**config.mk**
```make
export PLATFORM = sky130hd
export DESIGN_NAME = byte_stuffed_crc8_deframer_unit_flat
export DESIGN_NICKNAME = d
export VERILOG_FILES = /design/src/rtl/bscd_pkg.sv /design/src/rtl/bscd_if.sv /design/src/rtl/byte_stuffed_crc8_deframer_unit.sv /design/src/flat_wrapper.sv
export SDC_FILE = /design/constraint.sdc
export NUM_CORES = 1
export LEC_CHECK = 0
export BUFFER_PORTS_ARGS = -buffer_cell sky130_fd_sc_hd__buf_2
export CAP_MARGIN = 25
export CORE_MARGIN = 5
export CORE_UTILIZATION = 45
export CTS_BUF_LIST = sky130_fd_sc_hd__clkbuf_4 sky130_fd_sc_hd__clkbuf_8 sky130_fd_sc_hd__clkbuf_16
export DETAILED_ROUTE_END_ITERATION = 8
export PLACE_DENSITY_LB_ADDON = 0.05
export SLEW_MARGIN = 20
export SYNTH_ARGS = -nofsm -noshare
export SYNTH_HDL_FRONTEND = slang
export SYNTH_SLANG_ARGS = --single-unit
```
**constraint.sdc**
```tcl
create_clock -name clk -period 3.1 [get_ports clk]
set_clock_uncertainty 0.1 [all_clocks]
set_input_delay 0.31 -clock clk [delete_from_list [all_inputs] [get_ports clk]]
set_output_delay 0.31 -clock clk [all_outputs]
set_load 0.005 [all_outputs]
```
**src/rtl/bscd_pkg.sv**
```systemverilog
// ----------------------------------------------------------------------------
// bscd_pkg: shared types and constants for the byte-stuffed CRC-8 deframer
// Holds result codes, register indexes, reset values and the CRC-8 step.
// ----------------------------------------------------------------------------
`default_nettype none

package bscd_pkg;

  localparam int unsigned MAX_FRAME_DEF = 256;
  localparam int unsigned CFG_IDX_W     = 2;

  localparam logic [7:0] CRC_POLY       = 8'h07;
  localparam logic [7:0] LIMIT_RESET    = 8'h7E;
  localparam logic [7:0] ESCAPE_RESET   = 8'h7D;
  localparam logic [7:0] MASK_RESET     = 8'h20;

  typedef enum logic [CFG_IDX_W-1:0] {
    REG_LIMIT_BYTE  = 2'd0,
    REG_ESCAPE_BYTE = 2'd1,
    REG_ESCAPE_MASK = 2'd2
  } reg_idx_t;

  typedef enum logic {
    KIND_PAYLOAD = 1'b0,
    KIND_END     = 1'b1
  } kind_t;

  typedef enum logic [2:0] {
    ST_OK         = 3'd0,
    ST_BAD_ESCAPE = 3'd1,
    ST_TOO_SMALL  = 3'd2,
    ST_BAD_CRC    = 3'd3,
    ST_TOO_BIG    = 3'd4
  } status_t;

  typedef struct packed {
    kind_t      kind;
    logic [7:0] payload_byte;
    status_t    status;
    logic [7:0] frame_length;
  } result_t;

  // One byte through CRC-8, MSB first, no final XOR.
  function automatic logic [7:0] crc8_update(input logic [7:0] crc, input logic [7:0] b);
    logic [7:0] c;
    c = crc ^ b;
    for (int i = 0; i < 8; i++) begin
      c = c[7] ? ((c << 1) ^ CRC_POLY) : (c << 1);
    end
    return c;
  endfunction

endpackage

`default_nettype wire

```
**src/rtl/bscd_if.sv**
```systemverilog
// ----------------------------------------------------------------------------
// bscd_if: valid/ready channels of the deframer
// Received byte stream, result stream and configuration write channel.
// ----------------------------------------------------------------------------
`default_nettype none

interface bscd_rx_if;
  logic       valid;
  logic       ready;
  logic [7:0] rx_byte;

  modport source (output valid, output rx_byte, input ready);
  modport sink   (input valid, input rx_byte, output ready);
endinterface

interface bscd_res_if;
  import bscd_pkg::*;
  logic       valid;
  logic       ready;
  kind_t      kind;
  logic [7:0] payload_byte;
  status_t    status;
  logic [7:0] frame_length;

  modport source (output valid, output kind, output payload_byte, output status,
                  output frame_length, input ready);
  modport sink   (input valid, input kind, input payload_byte, input status,
                  input frame_length, output ready);
endinterface

interface bscd_cfg_if;
  import bscd_pkg::*;
  logic                 valid;
  logic                 ready;
  logic [CFG_IDX_W-1:0] reg_index;
  logic [7:0]           wdata;

  modport source (output valid, output reg_index, output wdata, input ready);
  modport sink   (input valid, input reg_index, input wdata, output ready);
endinterface

`default_nettype wire

```
**src/rtl/byte_stuffed_crc8_deframer_unit.sv**
```systemverilog
// ----------------------------------------------------------------------------
// byte_stuffed_crc8_deframer_unit: byte-stuffed frame receiver with CRC-8
// Unescapes framed bytes, checks CRC-8 and emits payload and frame status.
// ----------------------------------------------------------------------------
// Usage:
//   rx   - one raw line byte per transaction. Bytes outside a frame are dropped
//          until a limit byte opens one.
//   res  - payload bytes (kind 0) delayed by one stored byte, so the trailing
//          CRC byte is never shown, then one frame end status (kind 1).
//   cfg  - writes limit_byte, escape_byte and escape_mask; always ready.
//          Write only while no transaction is in flight.
// Timing: every rx transaction is handled in the cycle it is accepted; any
//   result is registered in the output register, or in the skid register
//   while that stalls. One rx transaction per cycle is sustained while res
//   keeps up; compare, unescape and one CRC-8 byte step are combinational.
// Stall: a two-entry output buffer (output register plus skid register)
//   parts the two sides; rx.ready drops only when both entries hold results.
// Reset: rst (synchronous) returns to hunting, clears the CRC and count,
//   empties the output buffer and restores register defaults 0x7E/0x7D/0x20.
// ----------------------------------------------------------------------------
`default_nettype none

module byte_stuffed_crc8_deframer_unit #(
  parameter int unsigned MAX_FRAME = bscd_pkg::MAX_FRAME_DEF
) (
  input  wire        clk,
  input  wire        rst,
  bscd_rx_if.sink    rx,
  bscd_res_if.source res,
  bscd_cfg_if.sink   cfg
);
  import bscd_pkg::*;

  localparam int unsigned CNT_W = $clog2(MAX_FRAME + 1);

  // configuration registers
  logic [7:0] limit_byte;
  logic [7:0] escape_byte;
  logic [7:0] escape_mask;

  // frame state
  logic             in_frame, in_frame_next;
  logic             escape_pending, escape_pending_next;
  logic [7:0]       crc_accum, crc_accum_next;
  logic [CNT_W-1:0] stored_count, stored_count_next;
  logic [7:0]       held_byte, held_byte_next;

  // output buffer
  result_t out_data, skid_data, step_res;
  logic    out_valid, skid_valid;
  logic    step_emit;
  logic    accept, pop;

  logic [7:0]  unesc_byte;
  logic [31:0] len_wide;
  status_t     close_status;

  assign cfg.ready = 1'b1;
  assign rx.ready  = !skid_valid;
  assign accept    = rx.valid && rx.ready;
  assign pop       = out_valid && res.ready;

  assign res.valid        = out_valid;
  assign res.kind         = out_data.kind;
  assign res.payload_byte = out_data.payload_byte;
  assign res.status       = out_data.status;
  assign res.frame_length = out_data.frame_length;

  // Register writes; indexes beyond the list are ignored.
  always_ff @(posedge clk) begin
    if (rst) begin
      limit_byte  <= LIMIT_RESET;
      escape_byte <= ESCAPE_RESET;
      escape_mask <= MASK_RESET;
    end else if (cfg.valid && cfg.ready) begin
      case (cfg.reg_index)
        REG_LIMIT_BYTE:  limit_byte  <= cfg.wdata;
        REG_ESCAPE_BYTE: escape_byte <= cfg.wdata;
        REG_ESCAPE_MASK: escape_mask <= cfg.wdata;
        default: ;
      endcase
    end
  end

  assign unesc_byte = escape_pending ? (rx.rx_byte ^ escape_mask) : rx.rx_byte;
  // stored bytes minus the CRC byte; saturated to eight bits at the close
  assign len_wide   = 32'(stored_count) - 32'd1;

  always_comb begin
    if (escape_pending) begin
      close_status = ST_BAD_ESCAPE;
    end else if (stored_count == '0) begin
      close_status = ST_TOO_SMALL;
    end else if (crc_accum != 8'h00) begin
      close_status = ST_BAD_CRC;
    end else begin
      close_status = ST_OK;
    end
  end

  // One rx byte against the frame state.
  always_comb begin
    in_frame_next       = in_frame;
    escape_pending_next = escape_pending;
    crc_accum_next      = crc_accum;
    stored_count_next   = stored_count;
    held_byte_next      = held_byte;
    step_emit           = 1'b0;
    step_res            = '{kind: KIND_PAYLOAD, payload_byte: 8'h00, status: ST_OK,
                            frame_length: 8'h00};
    if (!in_frame) begin
      // hunting: only a limit byte opens a frame
      if (rx.rx_byte == limit_byte) begin
        in_frame_next       = 1'b1;
        escape_pending_next = 1'b0;
        crc_accum_next      = 8'h00;
        stored_count_next   = '0;
      end
    end else if (rx.rx_byte == limit_byte) begin
      step_emit       = 1'b1;
      step_res.kind   = KIND_END;
      step_res.status = close_status;
      escape_pending_next = 1'b0;
      crc_accum_next      = 8'h00;
      stored_count_next   = '0;
      if (close_status == ST_OK) begin
        step_res.frame_length = (len_wide > 32'd255) ? 8'hFF : len_wide[7:0];
        in_frame_next         = 1'b0;
      end
      // on error the same limit byte opens the next frame: stay in frame
    end else if (stored_count == CNT_W'(MAX_FRAME)) begin
      // overflow: drop the byte and go back to hunting
      step_emit           = 1'b1;
      step_res.kind       = KIND_END;
      step_res.status     = ST_TOO_BIG;
      in_frame_next       = 1'b0;
      escape_pending_next = 1'b0;
      crc_accum_next      = 8'h00;
      stored_count_next   = '0;
    end else if (rx.rx_byte == escape_byte) begin
      escape_pending_next = 1'b1;
    end else begin
      escape_pending_next = 1'b0;
      crc_accum_next      = crc8_update(crc_accum, unesc_byte);
      held_byte_next      = unesc_byte;
      stored_count_next   = stored_count + CNT_W'(1);
      // release the previously held byte
      if (stored_count != '0) begin
        step_emit             = 1'b1;
        step_res.payload_byte = held_byte;
      end
    end
  end

  always_ff @(posedge clk) begin
    if (rst) begin
      in_frame       <= 1'b0;
      escape_pending <= 1'b0;
      crc_accum      <= 8'h00;
      stored_count   <= '0;
    end else if (accept) begin
      in_frame       <= in_frame_next;
      escape_pending <= escape_pending_next;
      crc_accum      <= crc_accum_next;
      stored_count   <= stored_count_next;
    end
  end

  always_ff @(posedge clk) begin
    if (accept) begin
      held_byte <= held_byte_next;
    end
  end

  // Two-entry output buffer; skid fills only while the output register stalls.
  always_ff @(posedge clk) begin
    if (rst) begin
      out_valid  <= 1'b0;
      skid_valid <= 1'b0;
    end else begin
      if (!out_valid) begin
        out_valid <= accept && step_emit;
      end else if (pop) begin
        if (skid_valid) begin
          skid_valid <= 1'b0;
        end else begin
          out_valid <= accept && step_emit;
        end
      end else if (accept && step_emit) begin
        skid_valid <= 1'b1;
      end
    end
  end

  always_ff @(posedge clk) begin
    if (!out_valid || pop) begin
      out_data <= skid_valid ? skid_data : step_res;
    end
    if (out_valid && !pop && accept && step_emit) begin
      skid_data <= step_res;
    end
  end

`ifndef SYNTH
  // skid entry is only ever used behind a full output register
  assert property (@(posedge clk) disable iff (rst) skid_valid |-> out_valid)
    else $error("skid entry valid with empty output register");

  // stored byte count never passes the frame limit
  assert property (@(posedge clk) disable iff (rst)
                   32'(stored_count) <= MAX_FRAME)
    else $error("stored count exceeds MAX_FRAME");

  // hunting state carries no frame context
  assert property (@(posedge clk) disable iff (rst)
                   !in_frame |-> (stored_count == '0 && !escape_pending && crc_accum == 8'h00))
    else $error("frame context left over while hunting");

  // a stalled result is not overwritten
  assert property (@(posedge clk) disable iff (rst)
                   (out_valid && !res.ready) |=> (out_valid && $stable(out_data)))
    else $error("stalled result changed");
`endif

endmodule

`default_nettype wire

```
**src/flat_wrapper.sv**
```systemverilog
// flat-port wrapper written by rule: the top's interface ports become plain ports
module byte_stuffed_crc8_deframer_unit_flat import bscd_pkg::*;
#(
  parameter int unsigned MAX_FRAME = bscd_pkg::MAX_FRAME_DEF
)
  (clk, rst, rx_valid, rx_rx_byte, rx_ready, res_valid, res_kind, res_payload_byte, res_status, res_frame_length, res_ready, cfg_valid, cfg_reg_index, cfg_wdata, cfg_ready);
  bscd_rx_if rx_i ();
  bscd_res_if res_i ();
  bscd_cfg_if cfg_i ();
  input  wire clk;
  input  wire rst;
  input wire logic [$bits(rx_i.valid)-1:0] rx_valid;
  input wire logic [$bits(rx_i.rx_byte)-1:0] rx_rx_byte;
  output wire logic [$bits(rx_i.ready)-1:0] rx_ready;
  output wire logic [$bits(res_i.valid)-1:0] res_valid;
  output wire logic [$bits(res_i.kind)-1:0] res_kind;
  output wire logic [$bits(res_i.payload_byte)-1:0] res_payload_byte;
  output wire logic [$bits(res_i.status)-1:0] res_status;
  output wire logic [$bits(res_i.frame_length)-1:0] res_frame_length;
  input wire logic [$bits(res_i.ready)-1:0] res_ready;
  input wire logic [$bits(cfg_i.valid)-1:0] cfg_valid;
  input wire logic [$bits(cfg_i.reg_index)-1:0] cfg_reg_index;
  input wire logic [$bits(cfg_i.wdata)-1:0] cfg_wdata;
  output wire logic [$bits(cfg_i.ready)-1:0] cfg_ready;
  assign rx_i.valid = rx_valid;
  assign rx_i.rx_byte = rx_rx_byte;
  assign rx_ready = rx_i.ready;
  assign res_valid = res_i.valid;
  assign res_kind = res_i.kind;
  assign res_payload_byte = res_i.payload_byte;
  assign res_status = res_i.status;
  assign res_frame_length = res_i.frame_length;
  assign res_i.ready = res_ready;
  assign cfg_i.valid = cfg_valid;
  assign cfg_i.reg_index = cfg_reg_index;
  assign cfg_i.wdata = cfg_wdata;
  assign cfg_ready = cfg_i.ready;
  byte_stuffed_crc8_deframer_unit #(.MAX_FRAME(MAX_FRAME)) u_core (.clk(clk), .rst(rst), .rx(rx_i), .res(res_i), .cfg(cfg_i));
endmodule
```
==> impl_metrics.py <==
metrics = {
    "synthesis": {
        "ys.flop_type": "sky130_fd_sc_hd__edfxtp_1",
        "syn-cell-area_um2": 4510,
        "ys.warnings.count": 0,
        "number_of_flops_mapped_to_enable_cells_by_yosys": 48,
        "yosys-top-cells-count": "sky130_fd_sc_hd__edfxtp_1, sky130_fd_sc_hd__dfxtp_1, sky130_fd_sc_hd__nand2_1",
        "yosys-top-cells-area": "sky130_fd_sc_hd__edfxtp_1, sky130_fd_sc_hd__dfxtp_1, sky130_fd_sc_hd__xnor2_1",
        "syn-num-nets": 446,
        "avgSynthCellArea_um2": 10.7,
        "synth_most_common_cell": "sky130_fd_sc_hd__edfxtp_1",
        "synth.distinct_cells": 50,
        "synth-async-reset-ratio_pct": 0,
        "synth_largest_type_area_fraction_pct": 32.0,
        "synth_top_cell_by_area": "sky130_fd_sc_hd__edfxtp_1",
        "synth_sequential_area_ratio_pct": 51.9,
        "synth-seq-cells": 93,
        "synthCells": 420,
    },
    "grt": {
        "leftover_overflow_at_the_end_of_global_routing": 0,
        "antenna_found_initial": 0,
        "number_of_global_route_vias_before_repair": 2911,
        "largest_net_degree_at_the_start_of_global_routing": 33,
        "grt_pass1_wl_mm": 14.9,
        "grtUsageTotal_pct": 16.0,
    },
    "power_and_ir_drop": {
        "irDropWorstVdd_mv": 0.200,
        "net_switching_share_of_the_total_power_pct": 23.3,
        "internal-power_mw": 1.75,
        "p_clk_share_pct": 36.2,
        "switching_power_mw": 0.531,
        "cellLeakagePower_nw": 2.11,
        "seq_power_share_pct": 57.2,
        "power_density_nw_per_um2": 453,
        "report.power.total_mw": 2.28,
        "comb_power_share_pct": 6.6,
    },
    "clocking": {
        "ctsRootBufferMaster": "sky130_fd_sc_hd__clkbuf_8",
        "htreeDepth": 3,
        "cts.reportedPaths.clkPinSlew_ps": 100,
        "cts_made_buffers": 9,
        "clk_path_buf_depth": 2,
        "cts_tree": "yes",
        "clock_latency_ps": 370,
        "post_cts.resized_instances": 0,
        "cts_post_setup_buffers_inserted": 0,
        "cts_sinks": 93,
        "cts_hold_buf": 0,
    },
    "placement": {
        "port-buffer-count": 44,
        "dpl-instance-area_um2": 4840,
        "place_congestion": 0.766,
        "dp_hpwl_mm": 6.52,
    },
    "critical_path": {
        "worst_setup_path_start_kind": "flop",
        "worst_path_dominant_cell_family": "simple AND/OR/NAND/NOR gates",
        "worstSetupEndpointType": "flop",
        "rr_worst_depth": 6,
        "critical_path_depth": 6,
        "timing.critical_path.cells": "xnor2_1 > nand4_1 > or2_2 > or4_1 > a21oi_1 > mux2_2",
        "critical_path_class": "flop to flop",
        "cp.required_ps": 3230,
        "worst-path-buf-inv": 0,
        "crit_slowest_cell": "sky130_fd_sc_hd__or4_1",
        "cp_max_fo": 13,
        "worst_ep_arrival_time_ps": 2630,
        "crit_path_max_incr_delay_ps": 720,
    },
    "finish": {
        "area_growth_syn_to_layout_pct": 11.7,
        "post_route_design_area_um2": 5040,
        "post_route_cells_drive_above_1_share_pct": 17.8,
        "layout.filler_cells": 923,
        "final_net_count": 481,
        "number_of_diodes_added_for_antenna_fixing": 0,
    },
    "drt": {
        "remaining_drc_errors": 0,
        "drt.antenna.violating_nets": 0,
        "drt_first_pass_iters": 4,
        "postRouteWirelength_mm": 9.11,
        "wl_per_cell_um": 15.4,
        "viasPerCell": 5.17,
        "dr_total_vias": 3068,
        "initialDrtViolationCount": 93,
    },
    "floorplanning": {
        "ioPinCount": 46,
        "die_area_um2": 12100,
        "horizontal_die_dimension_um": 110,
        "chipHeight_um": 110,
        "floorplan.rows": 36,
        "core_region_area_um2": 9770,
        "initial_utilization_pct": 46.1,
    },
    "min_path": {
        "timing.hold.worst_path_depth": 2,
        "holdCritPathClass": "input pin to flop",
    },
    "sta": {
        "rsz_0062_raised_after_global_routing": "false",
        "maxSlewHeadroom_pct": 44.7,
        "hold_violations": 0,
        "setup_viol_count_final": 0,
        "fin_crit_ps": 2510,
        "fmax_mhz": 399,
        "period_share_pct": 80.9,
        "worst_pin_slew_ps": 829,
        "setup_total_negative_slack_ps": 0,
        "report.final.slew_viol_count": 0,
    },
    "flow_run": {
        "max_cap_viol_count": 0,
    },
    "run_status": {
        "status": "finished clean",
    },
}
cell type report:
class,instances,area (um2),share of cell area (%)
clock buffer,10,131,2.61
clock inverter,6,68.8,1.37
multi-input combinational,281,1980,39.4
tap,133,166,3.30
sequential,93,2340,46.5
timing repair buffer,51,273,5.42
inverter,19,71.3,1.42
per-layer routing:
metal / track usage, % / part of all wire (%) / wire length (um) / up-vias
met5: 0 / 0 / 0 / -
met4: 5.54 / 1.3 / 121 / 0
met3: 2.97 / 4.1 / 373 / 12
met2: 25.5 / 45 / 4120 / 61
met1: 22.0 / 49 / 4500 / 1441
li1: - / - / - / 1554
cell usage in the layout, fill, tap and decap left out, types with 13 or more instances in the layout:
cell type / instances
sky130_fd_sc_hd__edfxtp_1: 48
sky130_fd_sc_hd__nand2_1: 45
sky130_fd_sc_hd__dfxtp_1: 45
sky130_fd_sc_hd__buf_2: 44
sky130_fd_sc_hd__nor2_1: 36
sky130_fd_sc_hd__xnor2_1: 31
sky130_fd_sc_hd__inv_1: 19
sky130_fd_sc_hd__xor2_1: 18
sky130_fd_sc_hd__a21oi_1: 16
sky130_fd_sc_hd__o31ai_1: 13
worst paths after layout:
| check | start | endpoint | slack (ps) |
|---|---|---|---|
| setup / recovery | u_core.limit_byte[6]$_SDFFE_PP1P_ | u_core.res.frame_length[1]$_DFFE_PP_ | 590 |
| hold / removal | res_ready | u_core.skid_valid$_SDFFE_PP0P_ | 50 |
| hold reg to reg | u_core.escape_byte[1]$_SDFFE_PP0P_ | u_core.escape_byte[1]$_SDFFE_PP0P_ | 370 |
| setup reg to reg | u_core.limit_byte[6]$_SDFFE_PP1P_ | u_core.res.frame_length[1]$_DFFE_PP_ | 590 |
registers in the layout, summed over array words and instances, names as in the netlist:
name	flops
u_core.crc_accum	8
u_core.escape_byte	8
u_core.escape_mask	8
u_core.escape_pending	1
u_core.held_byte	8
u_core.in_frame	1
u_core.limit_byte	8
u_core.res.frame_length	8
u_core.res.kind	1
u_core.res.payload_byte	8
u_core.res.status	3
u_core.res.valid	1
u_core.skid_data	20
u_core.skid_valid	1
u_core.stored_count	9
stage by stage:
step	setup WS, ps	util [%]	hold WS, ps	instances
final	592	51.5	54.3	593
after global routing	408	51.5	47.9	593
after CTS	593	51.5	47.4	593
after detailed placement	461	49.5	351	577
after floorplan	375	-	308	420
after global placement	543	49.5	351	577
cell families (layout without fill, tap and decap cells):
| group | count (synthesis) | after routing | share of synthesized area [%] |
|---|---|---|---|
| buffers and inverters | 46 | 86 | 4.11 |
| adders and majority gates | 3 | 3 | 0.832 |
| muxes | 19 | 19 | 4.49 |
| other | 1 | 1 | 0.0831 |
| DFF | 93 | 93 | 51.9 |
| AOI/OAI and AO/OA | 66 | 66 | 10.6 |
| xor gates and xnor gates | 54 | 54 | 12.1 |
| and+or+nand+nor | 138 | 138 | 15.9 |
power by group through the flow:
stage | registers [mW] | logic [mW] | clock network (mW)
CTS | 1.31 | 0.152 | 0.847
global placement | 1.33 | 0.150 | 0
detailed placement | 1.33 | 0.152 | 0
floorplan | 1.33 | 0.107 | 0
global route | 1.31 | 0.167 | 0.905
finish | 1.31 | 0.150 | 0.828
worst register-to-register path, stage by stage, from the launching register on:
cell and delay (ps):
sky130_fd_sc_hd__dfxtp_1 330, sky130_fd_sc_hd__xnor2_1 200, sky130_fd_sc_hd__nand4_1 140, sky130_fd_sc_hd__or2_2 430, sky130_fd_sc_hd__or4_1 730, sky130_fd_sc_hd__a21oi_1 270, sky130_fd_sc_hd__mux2_2 180
(Power assumes the default switching activity.)
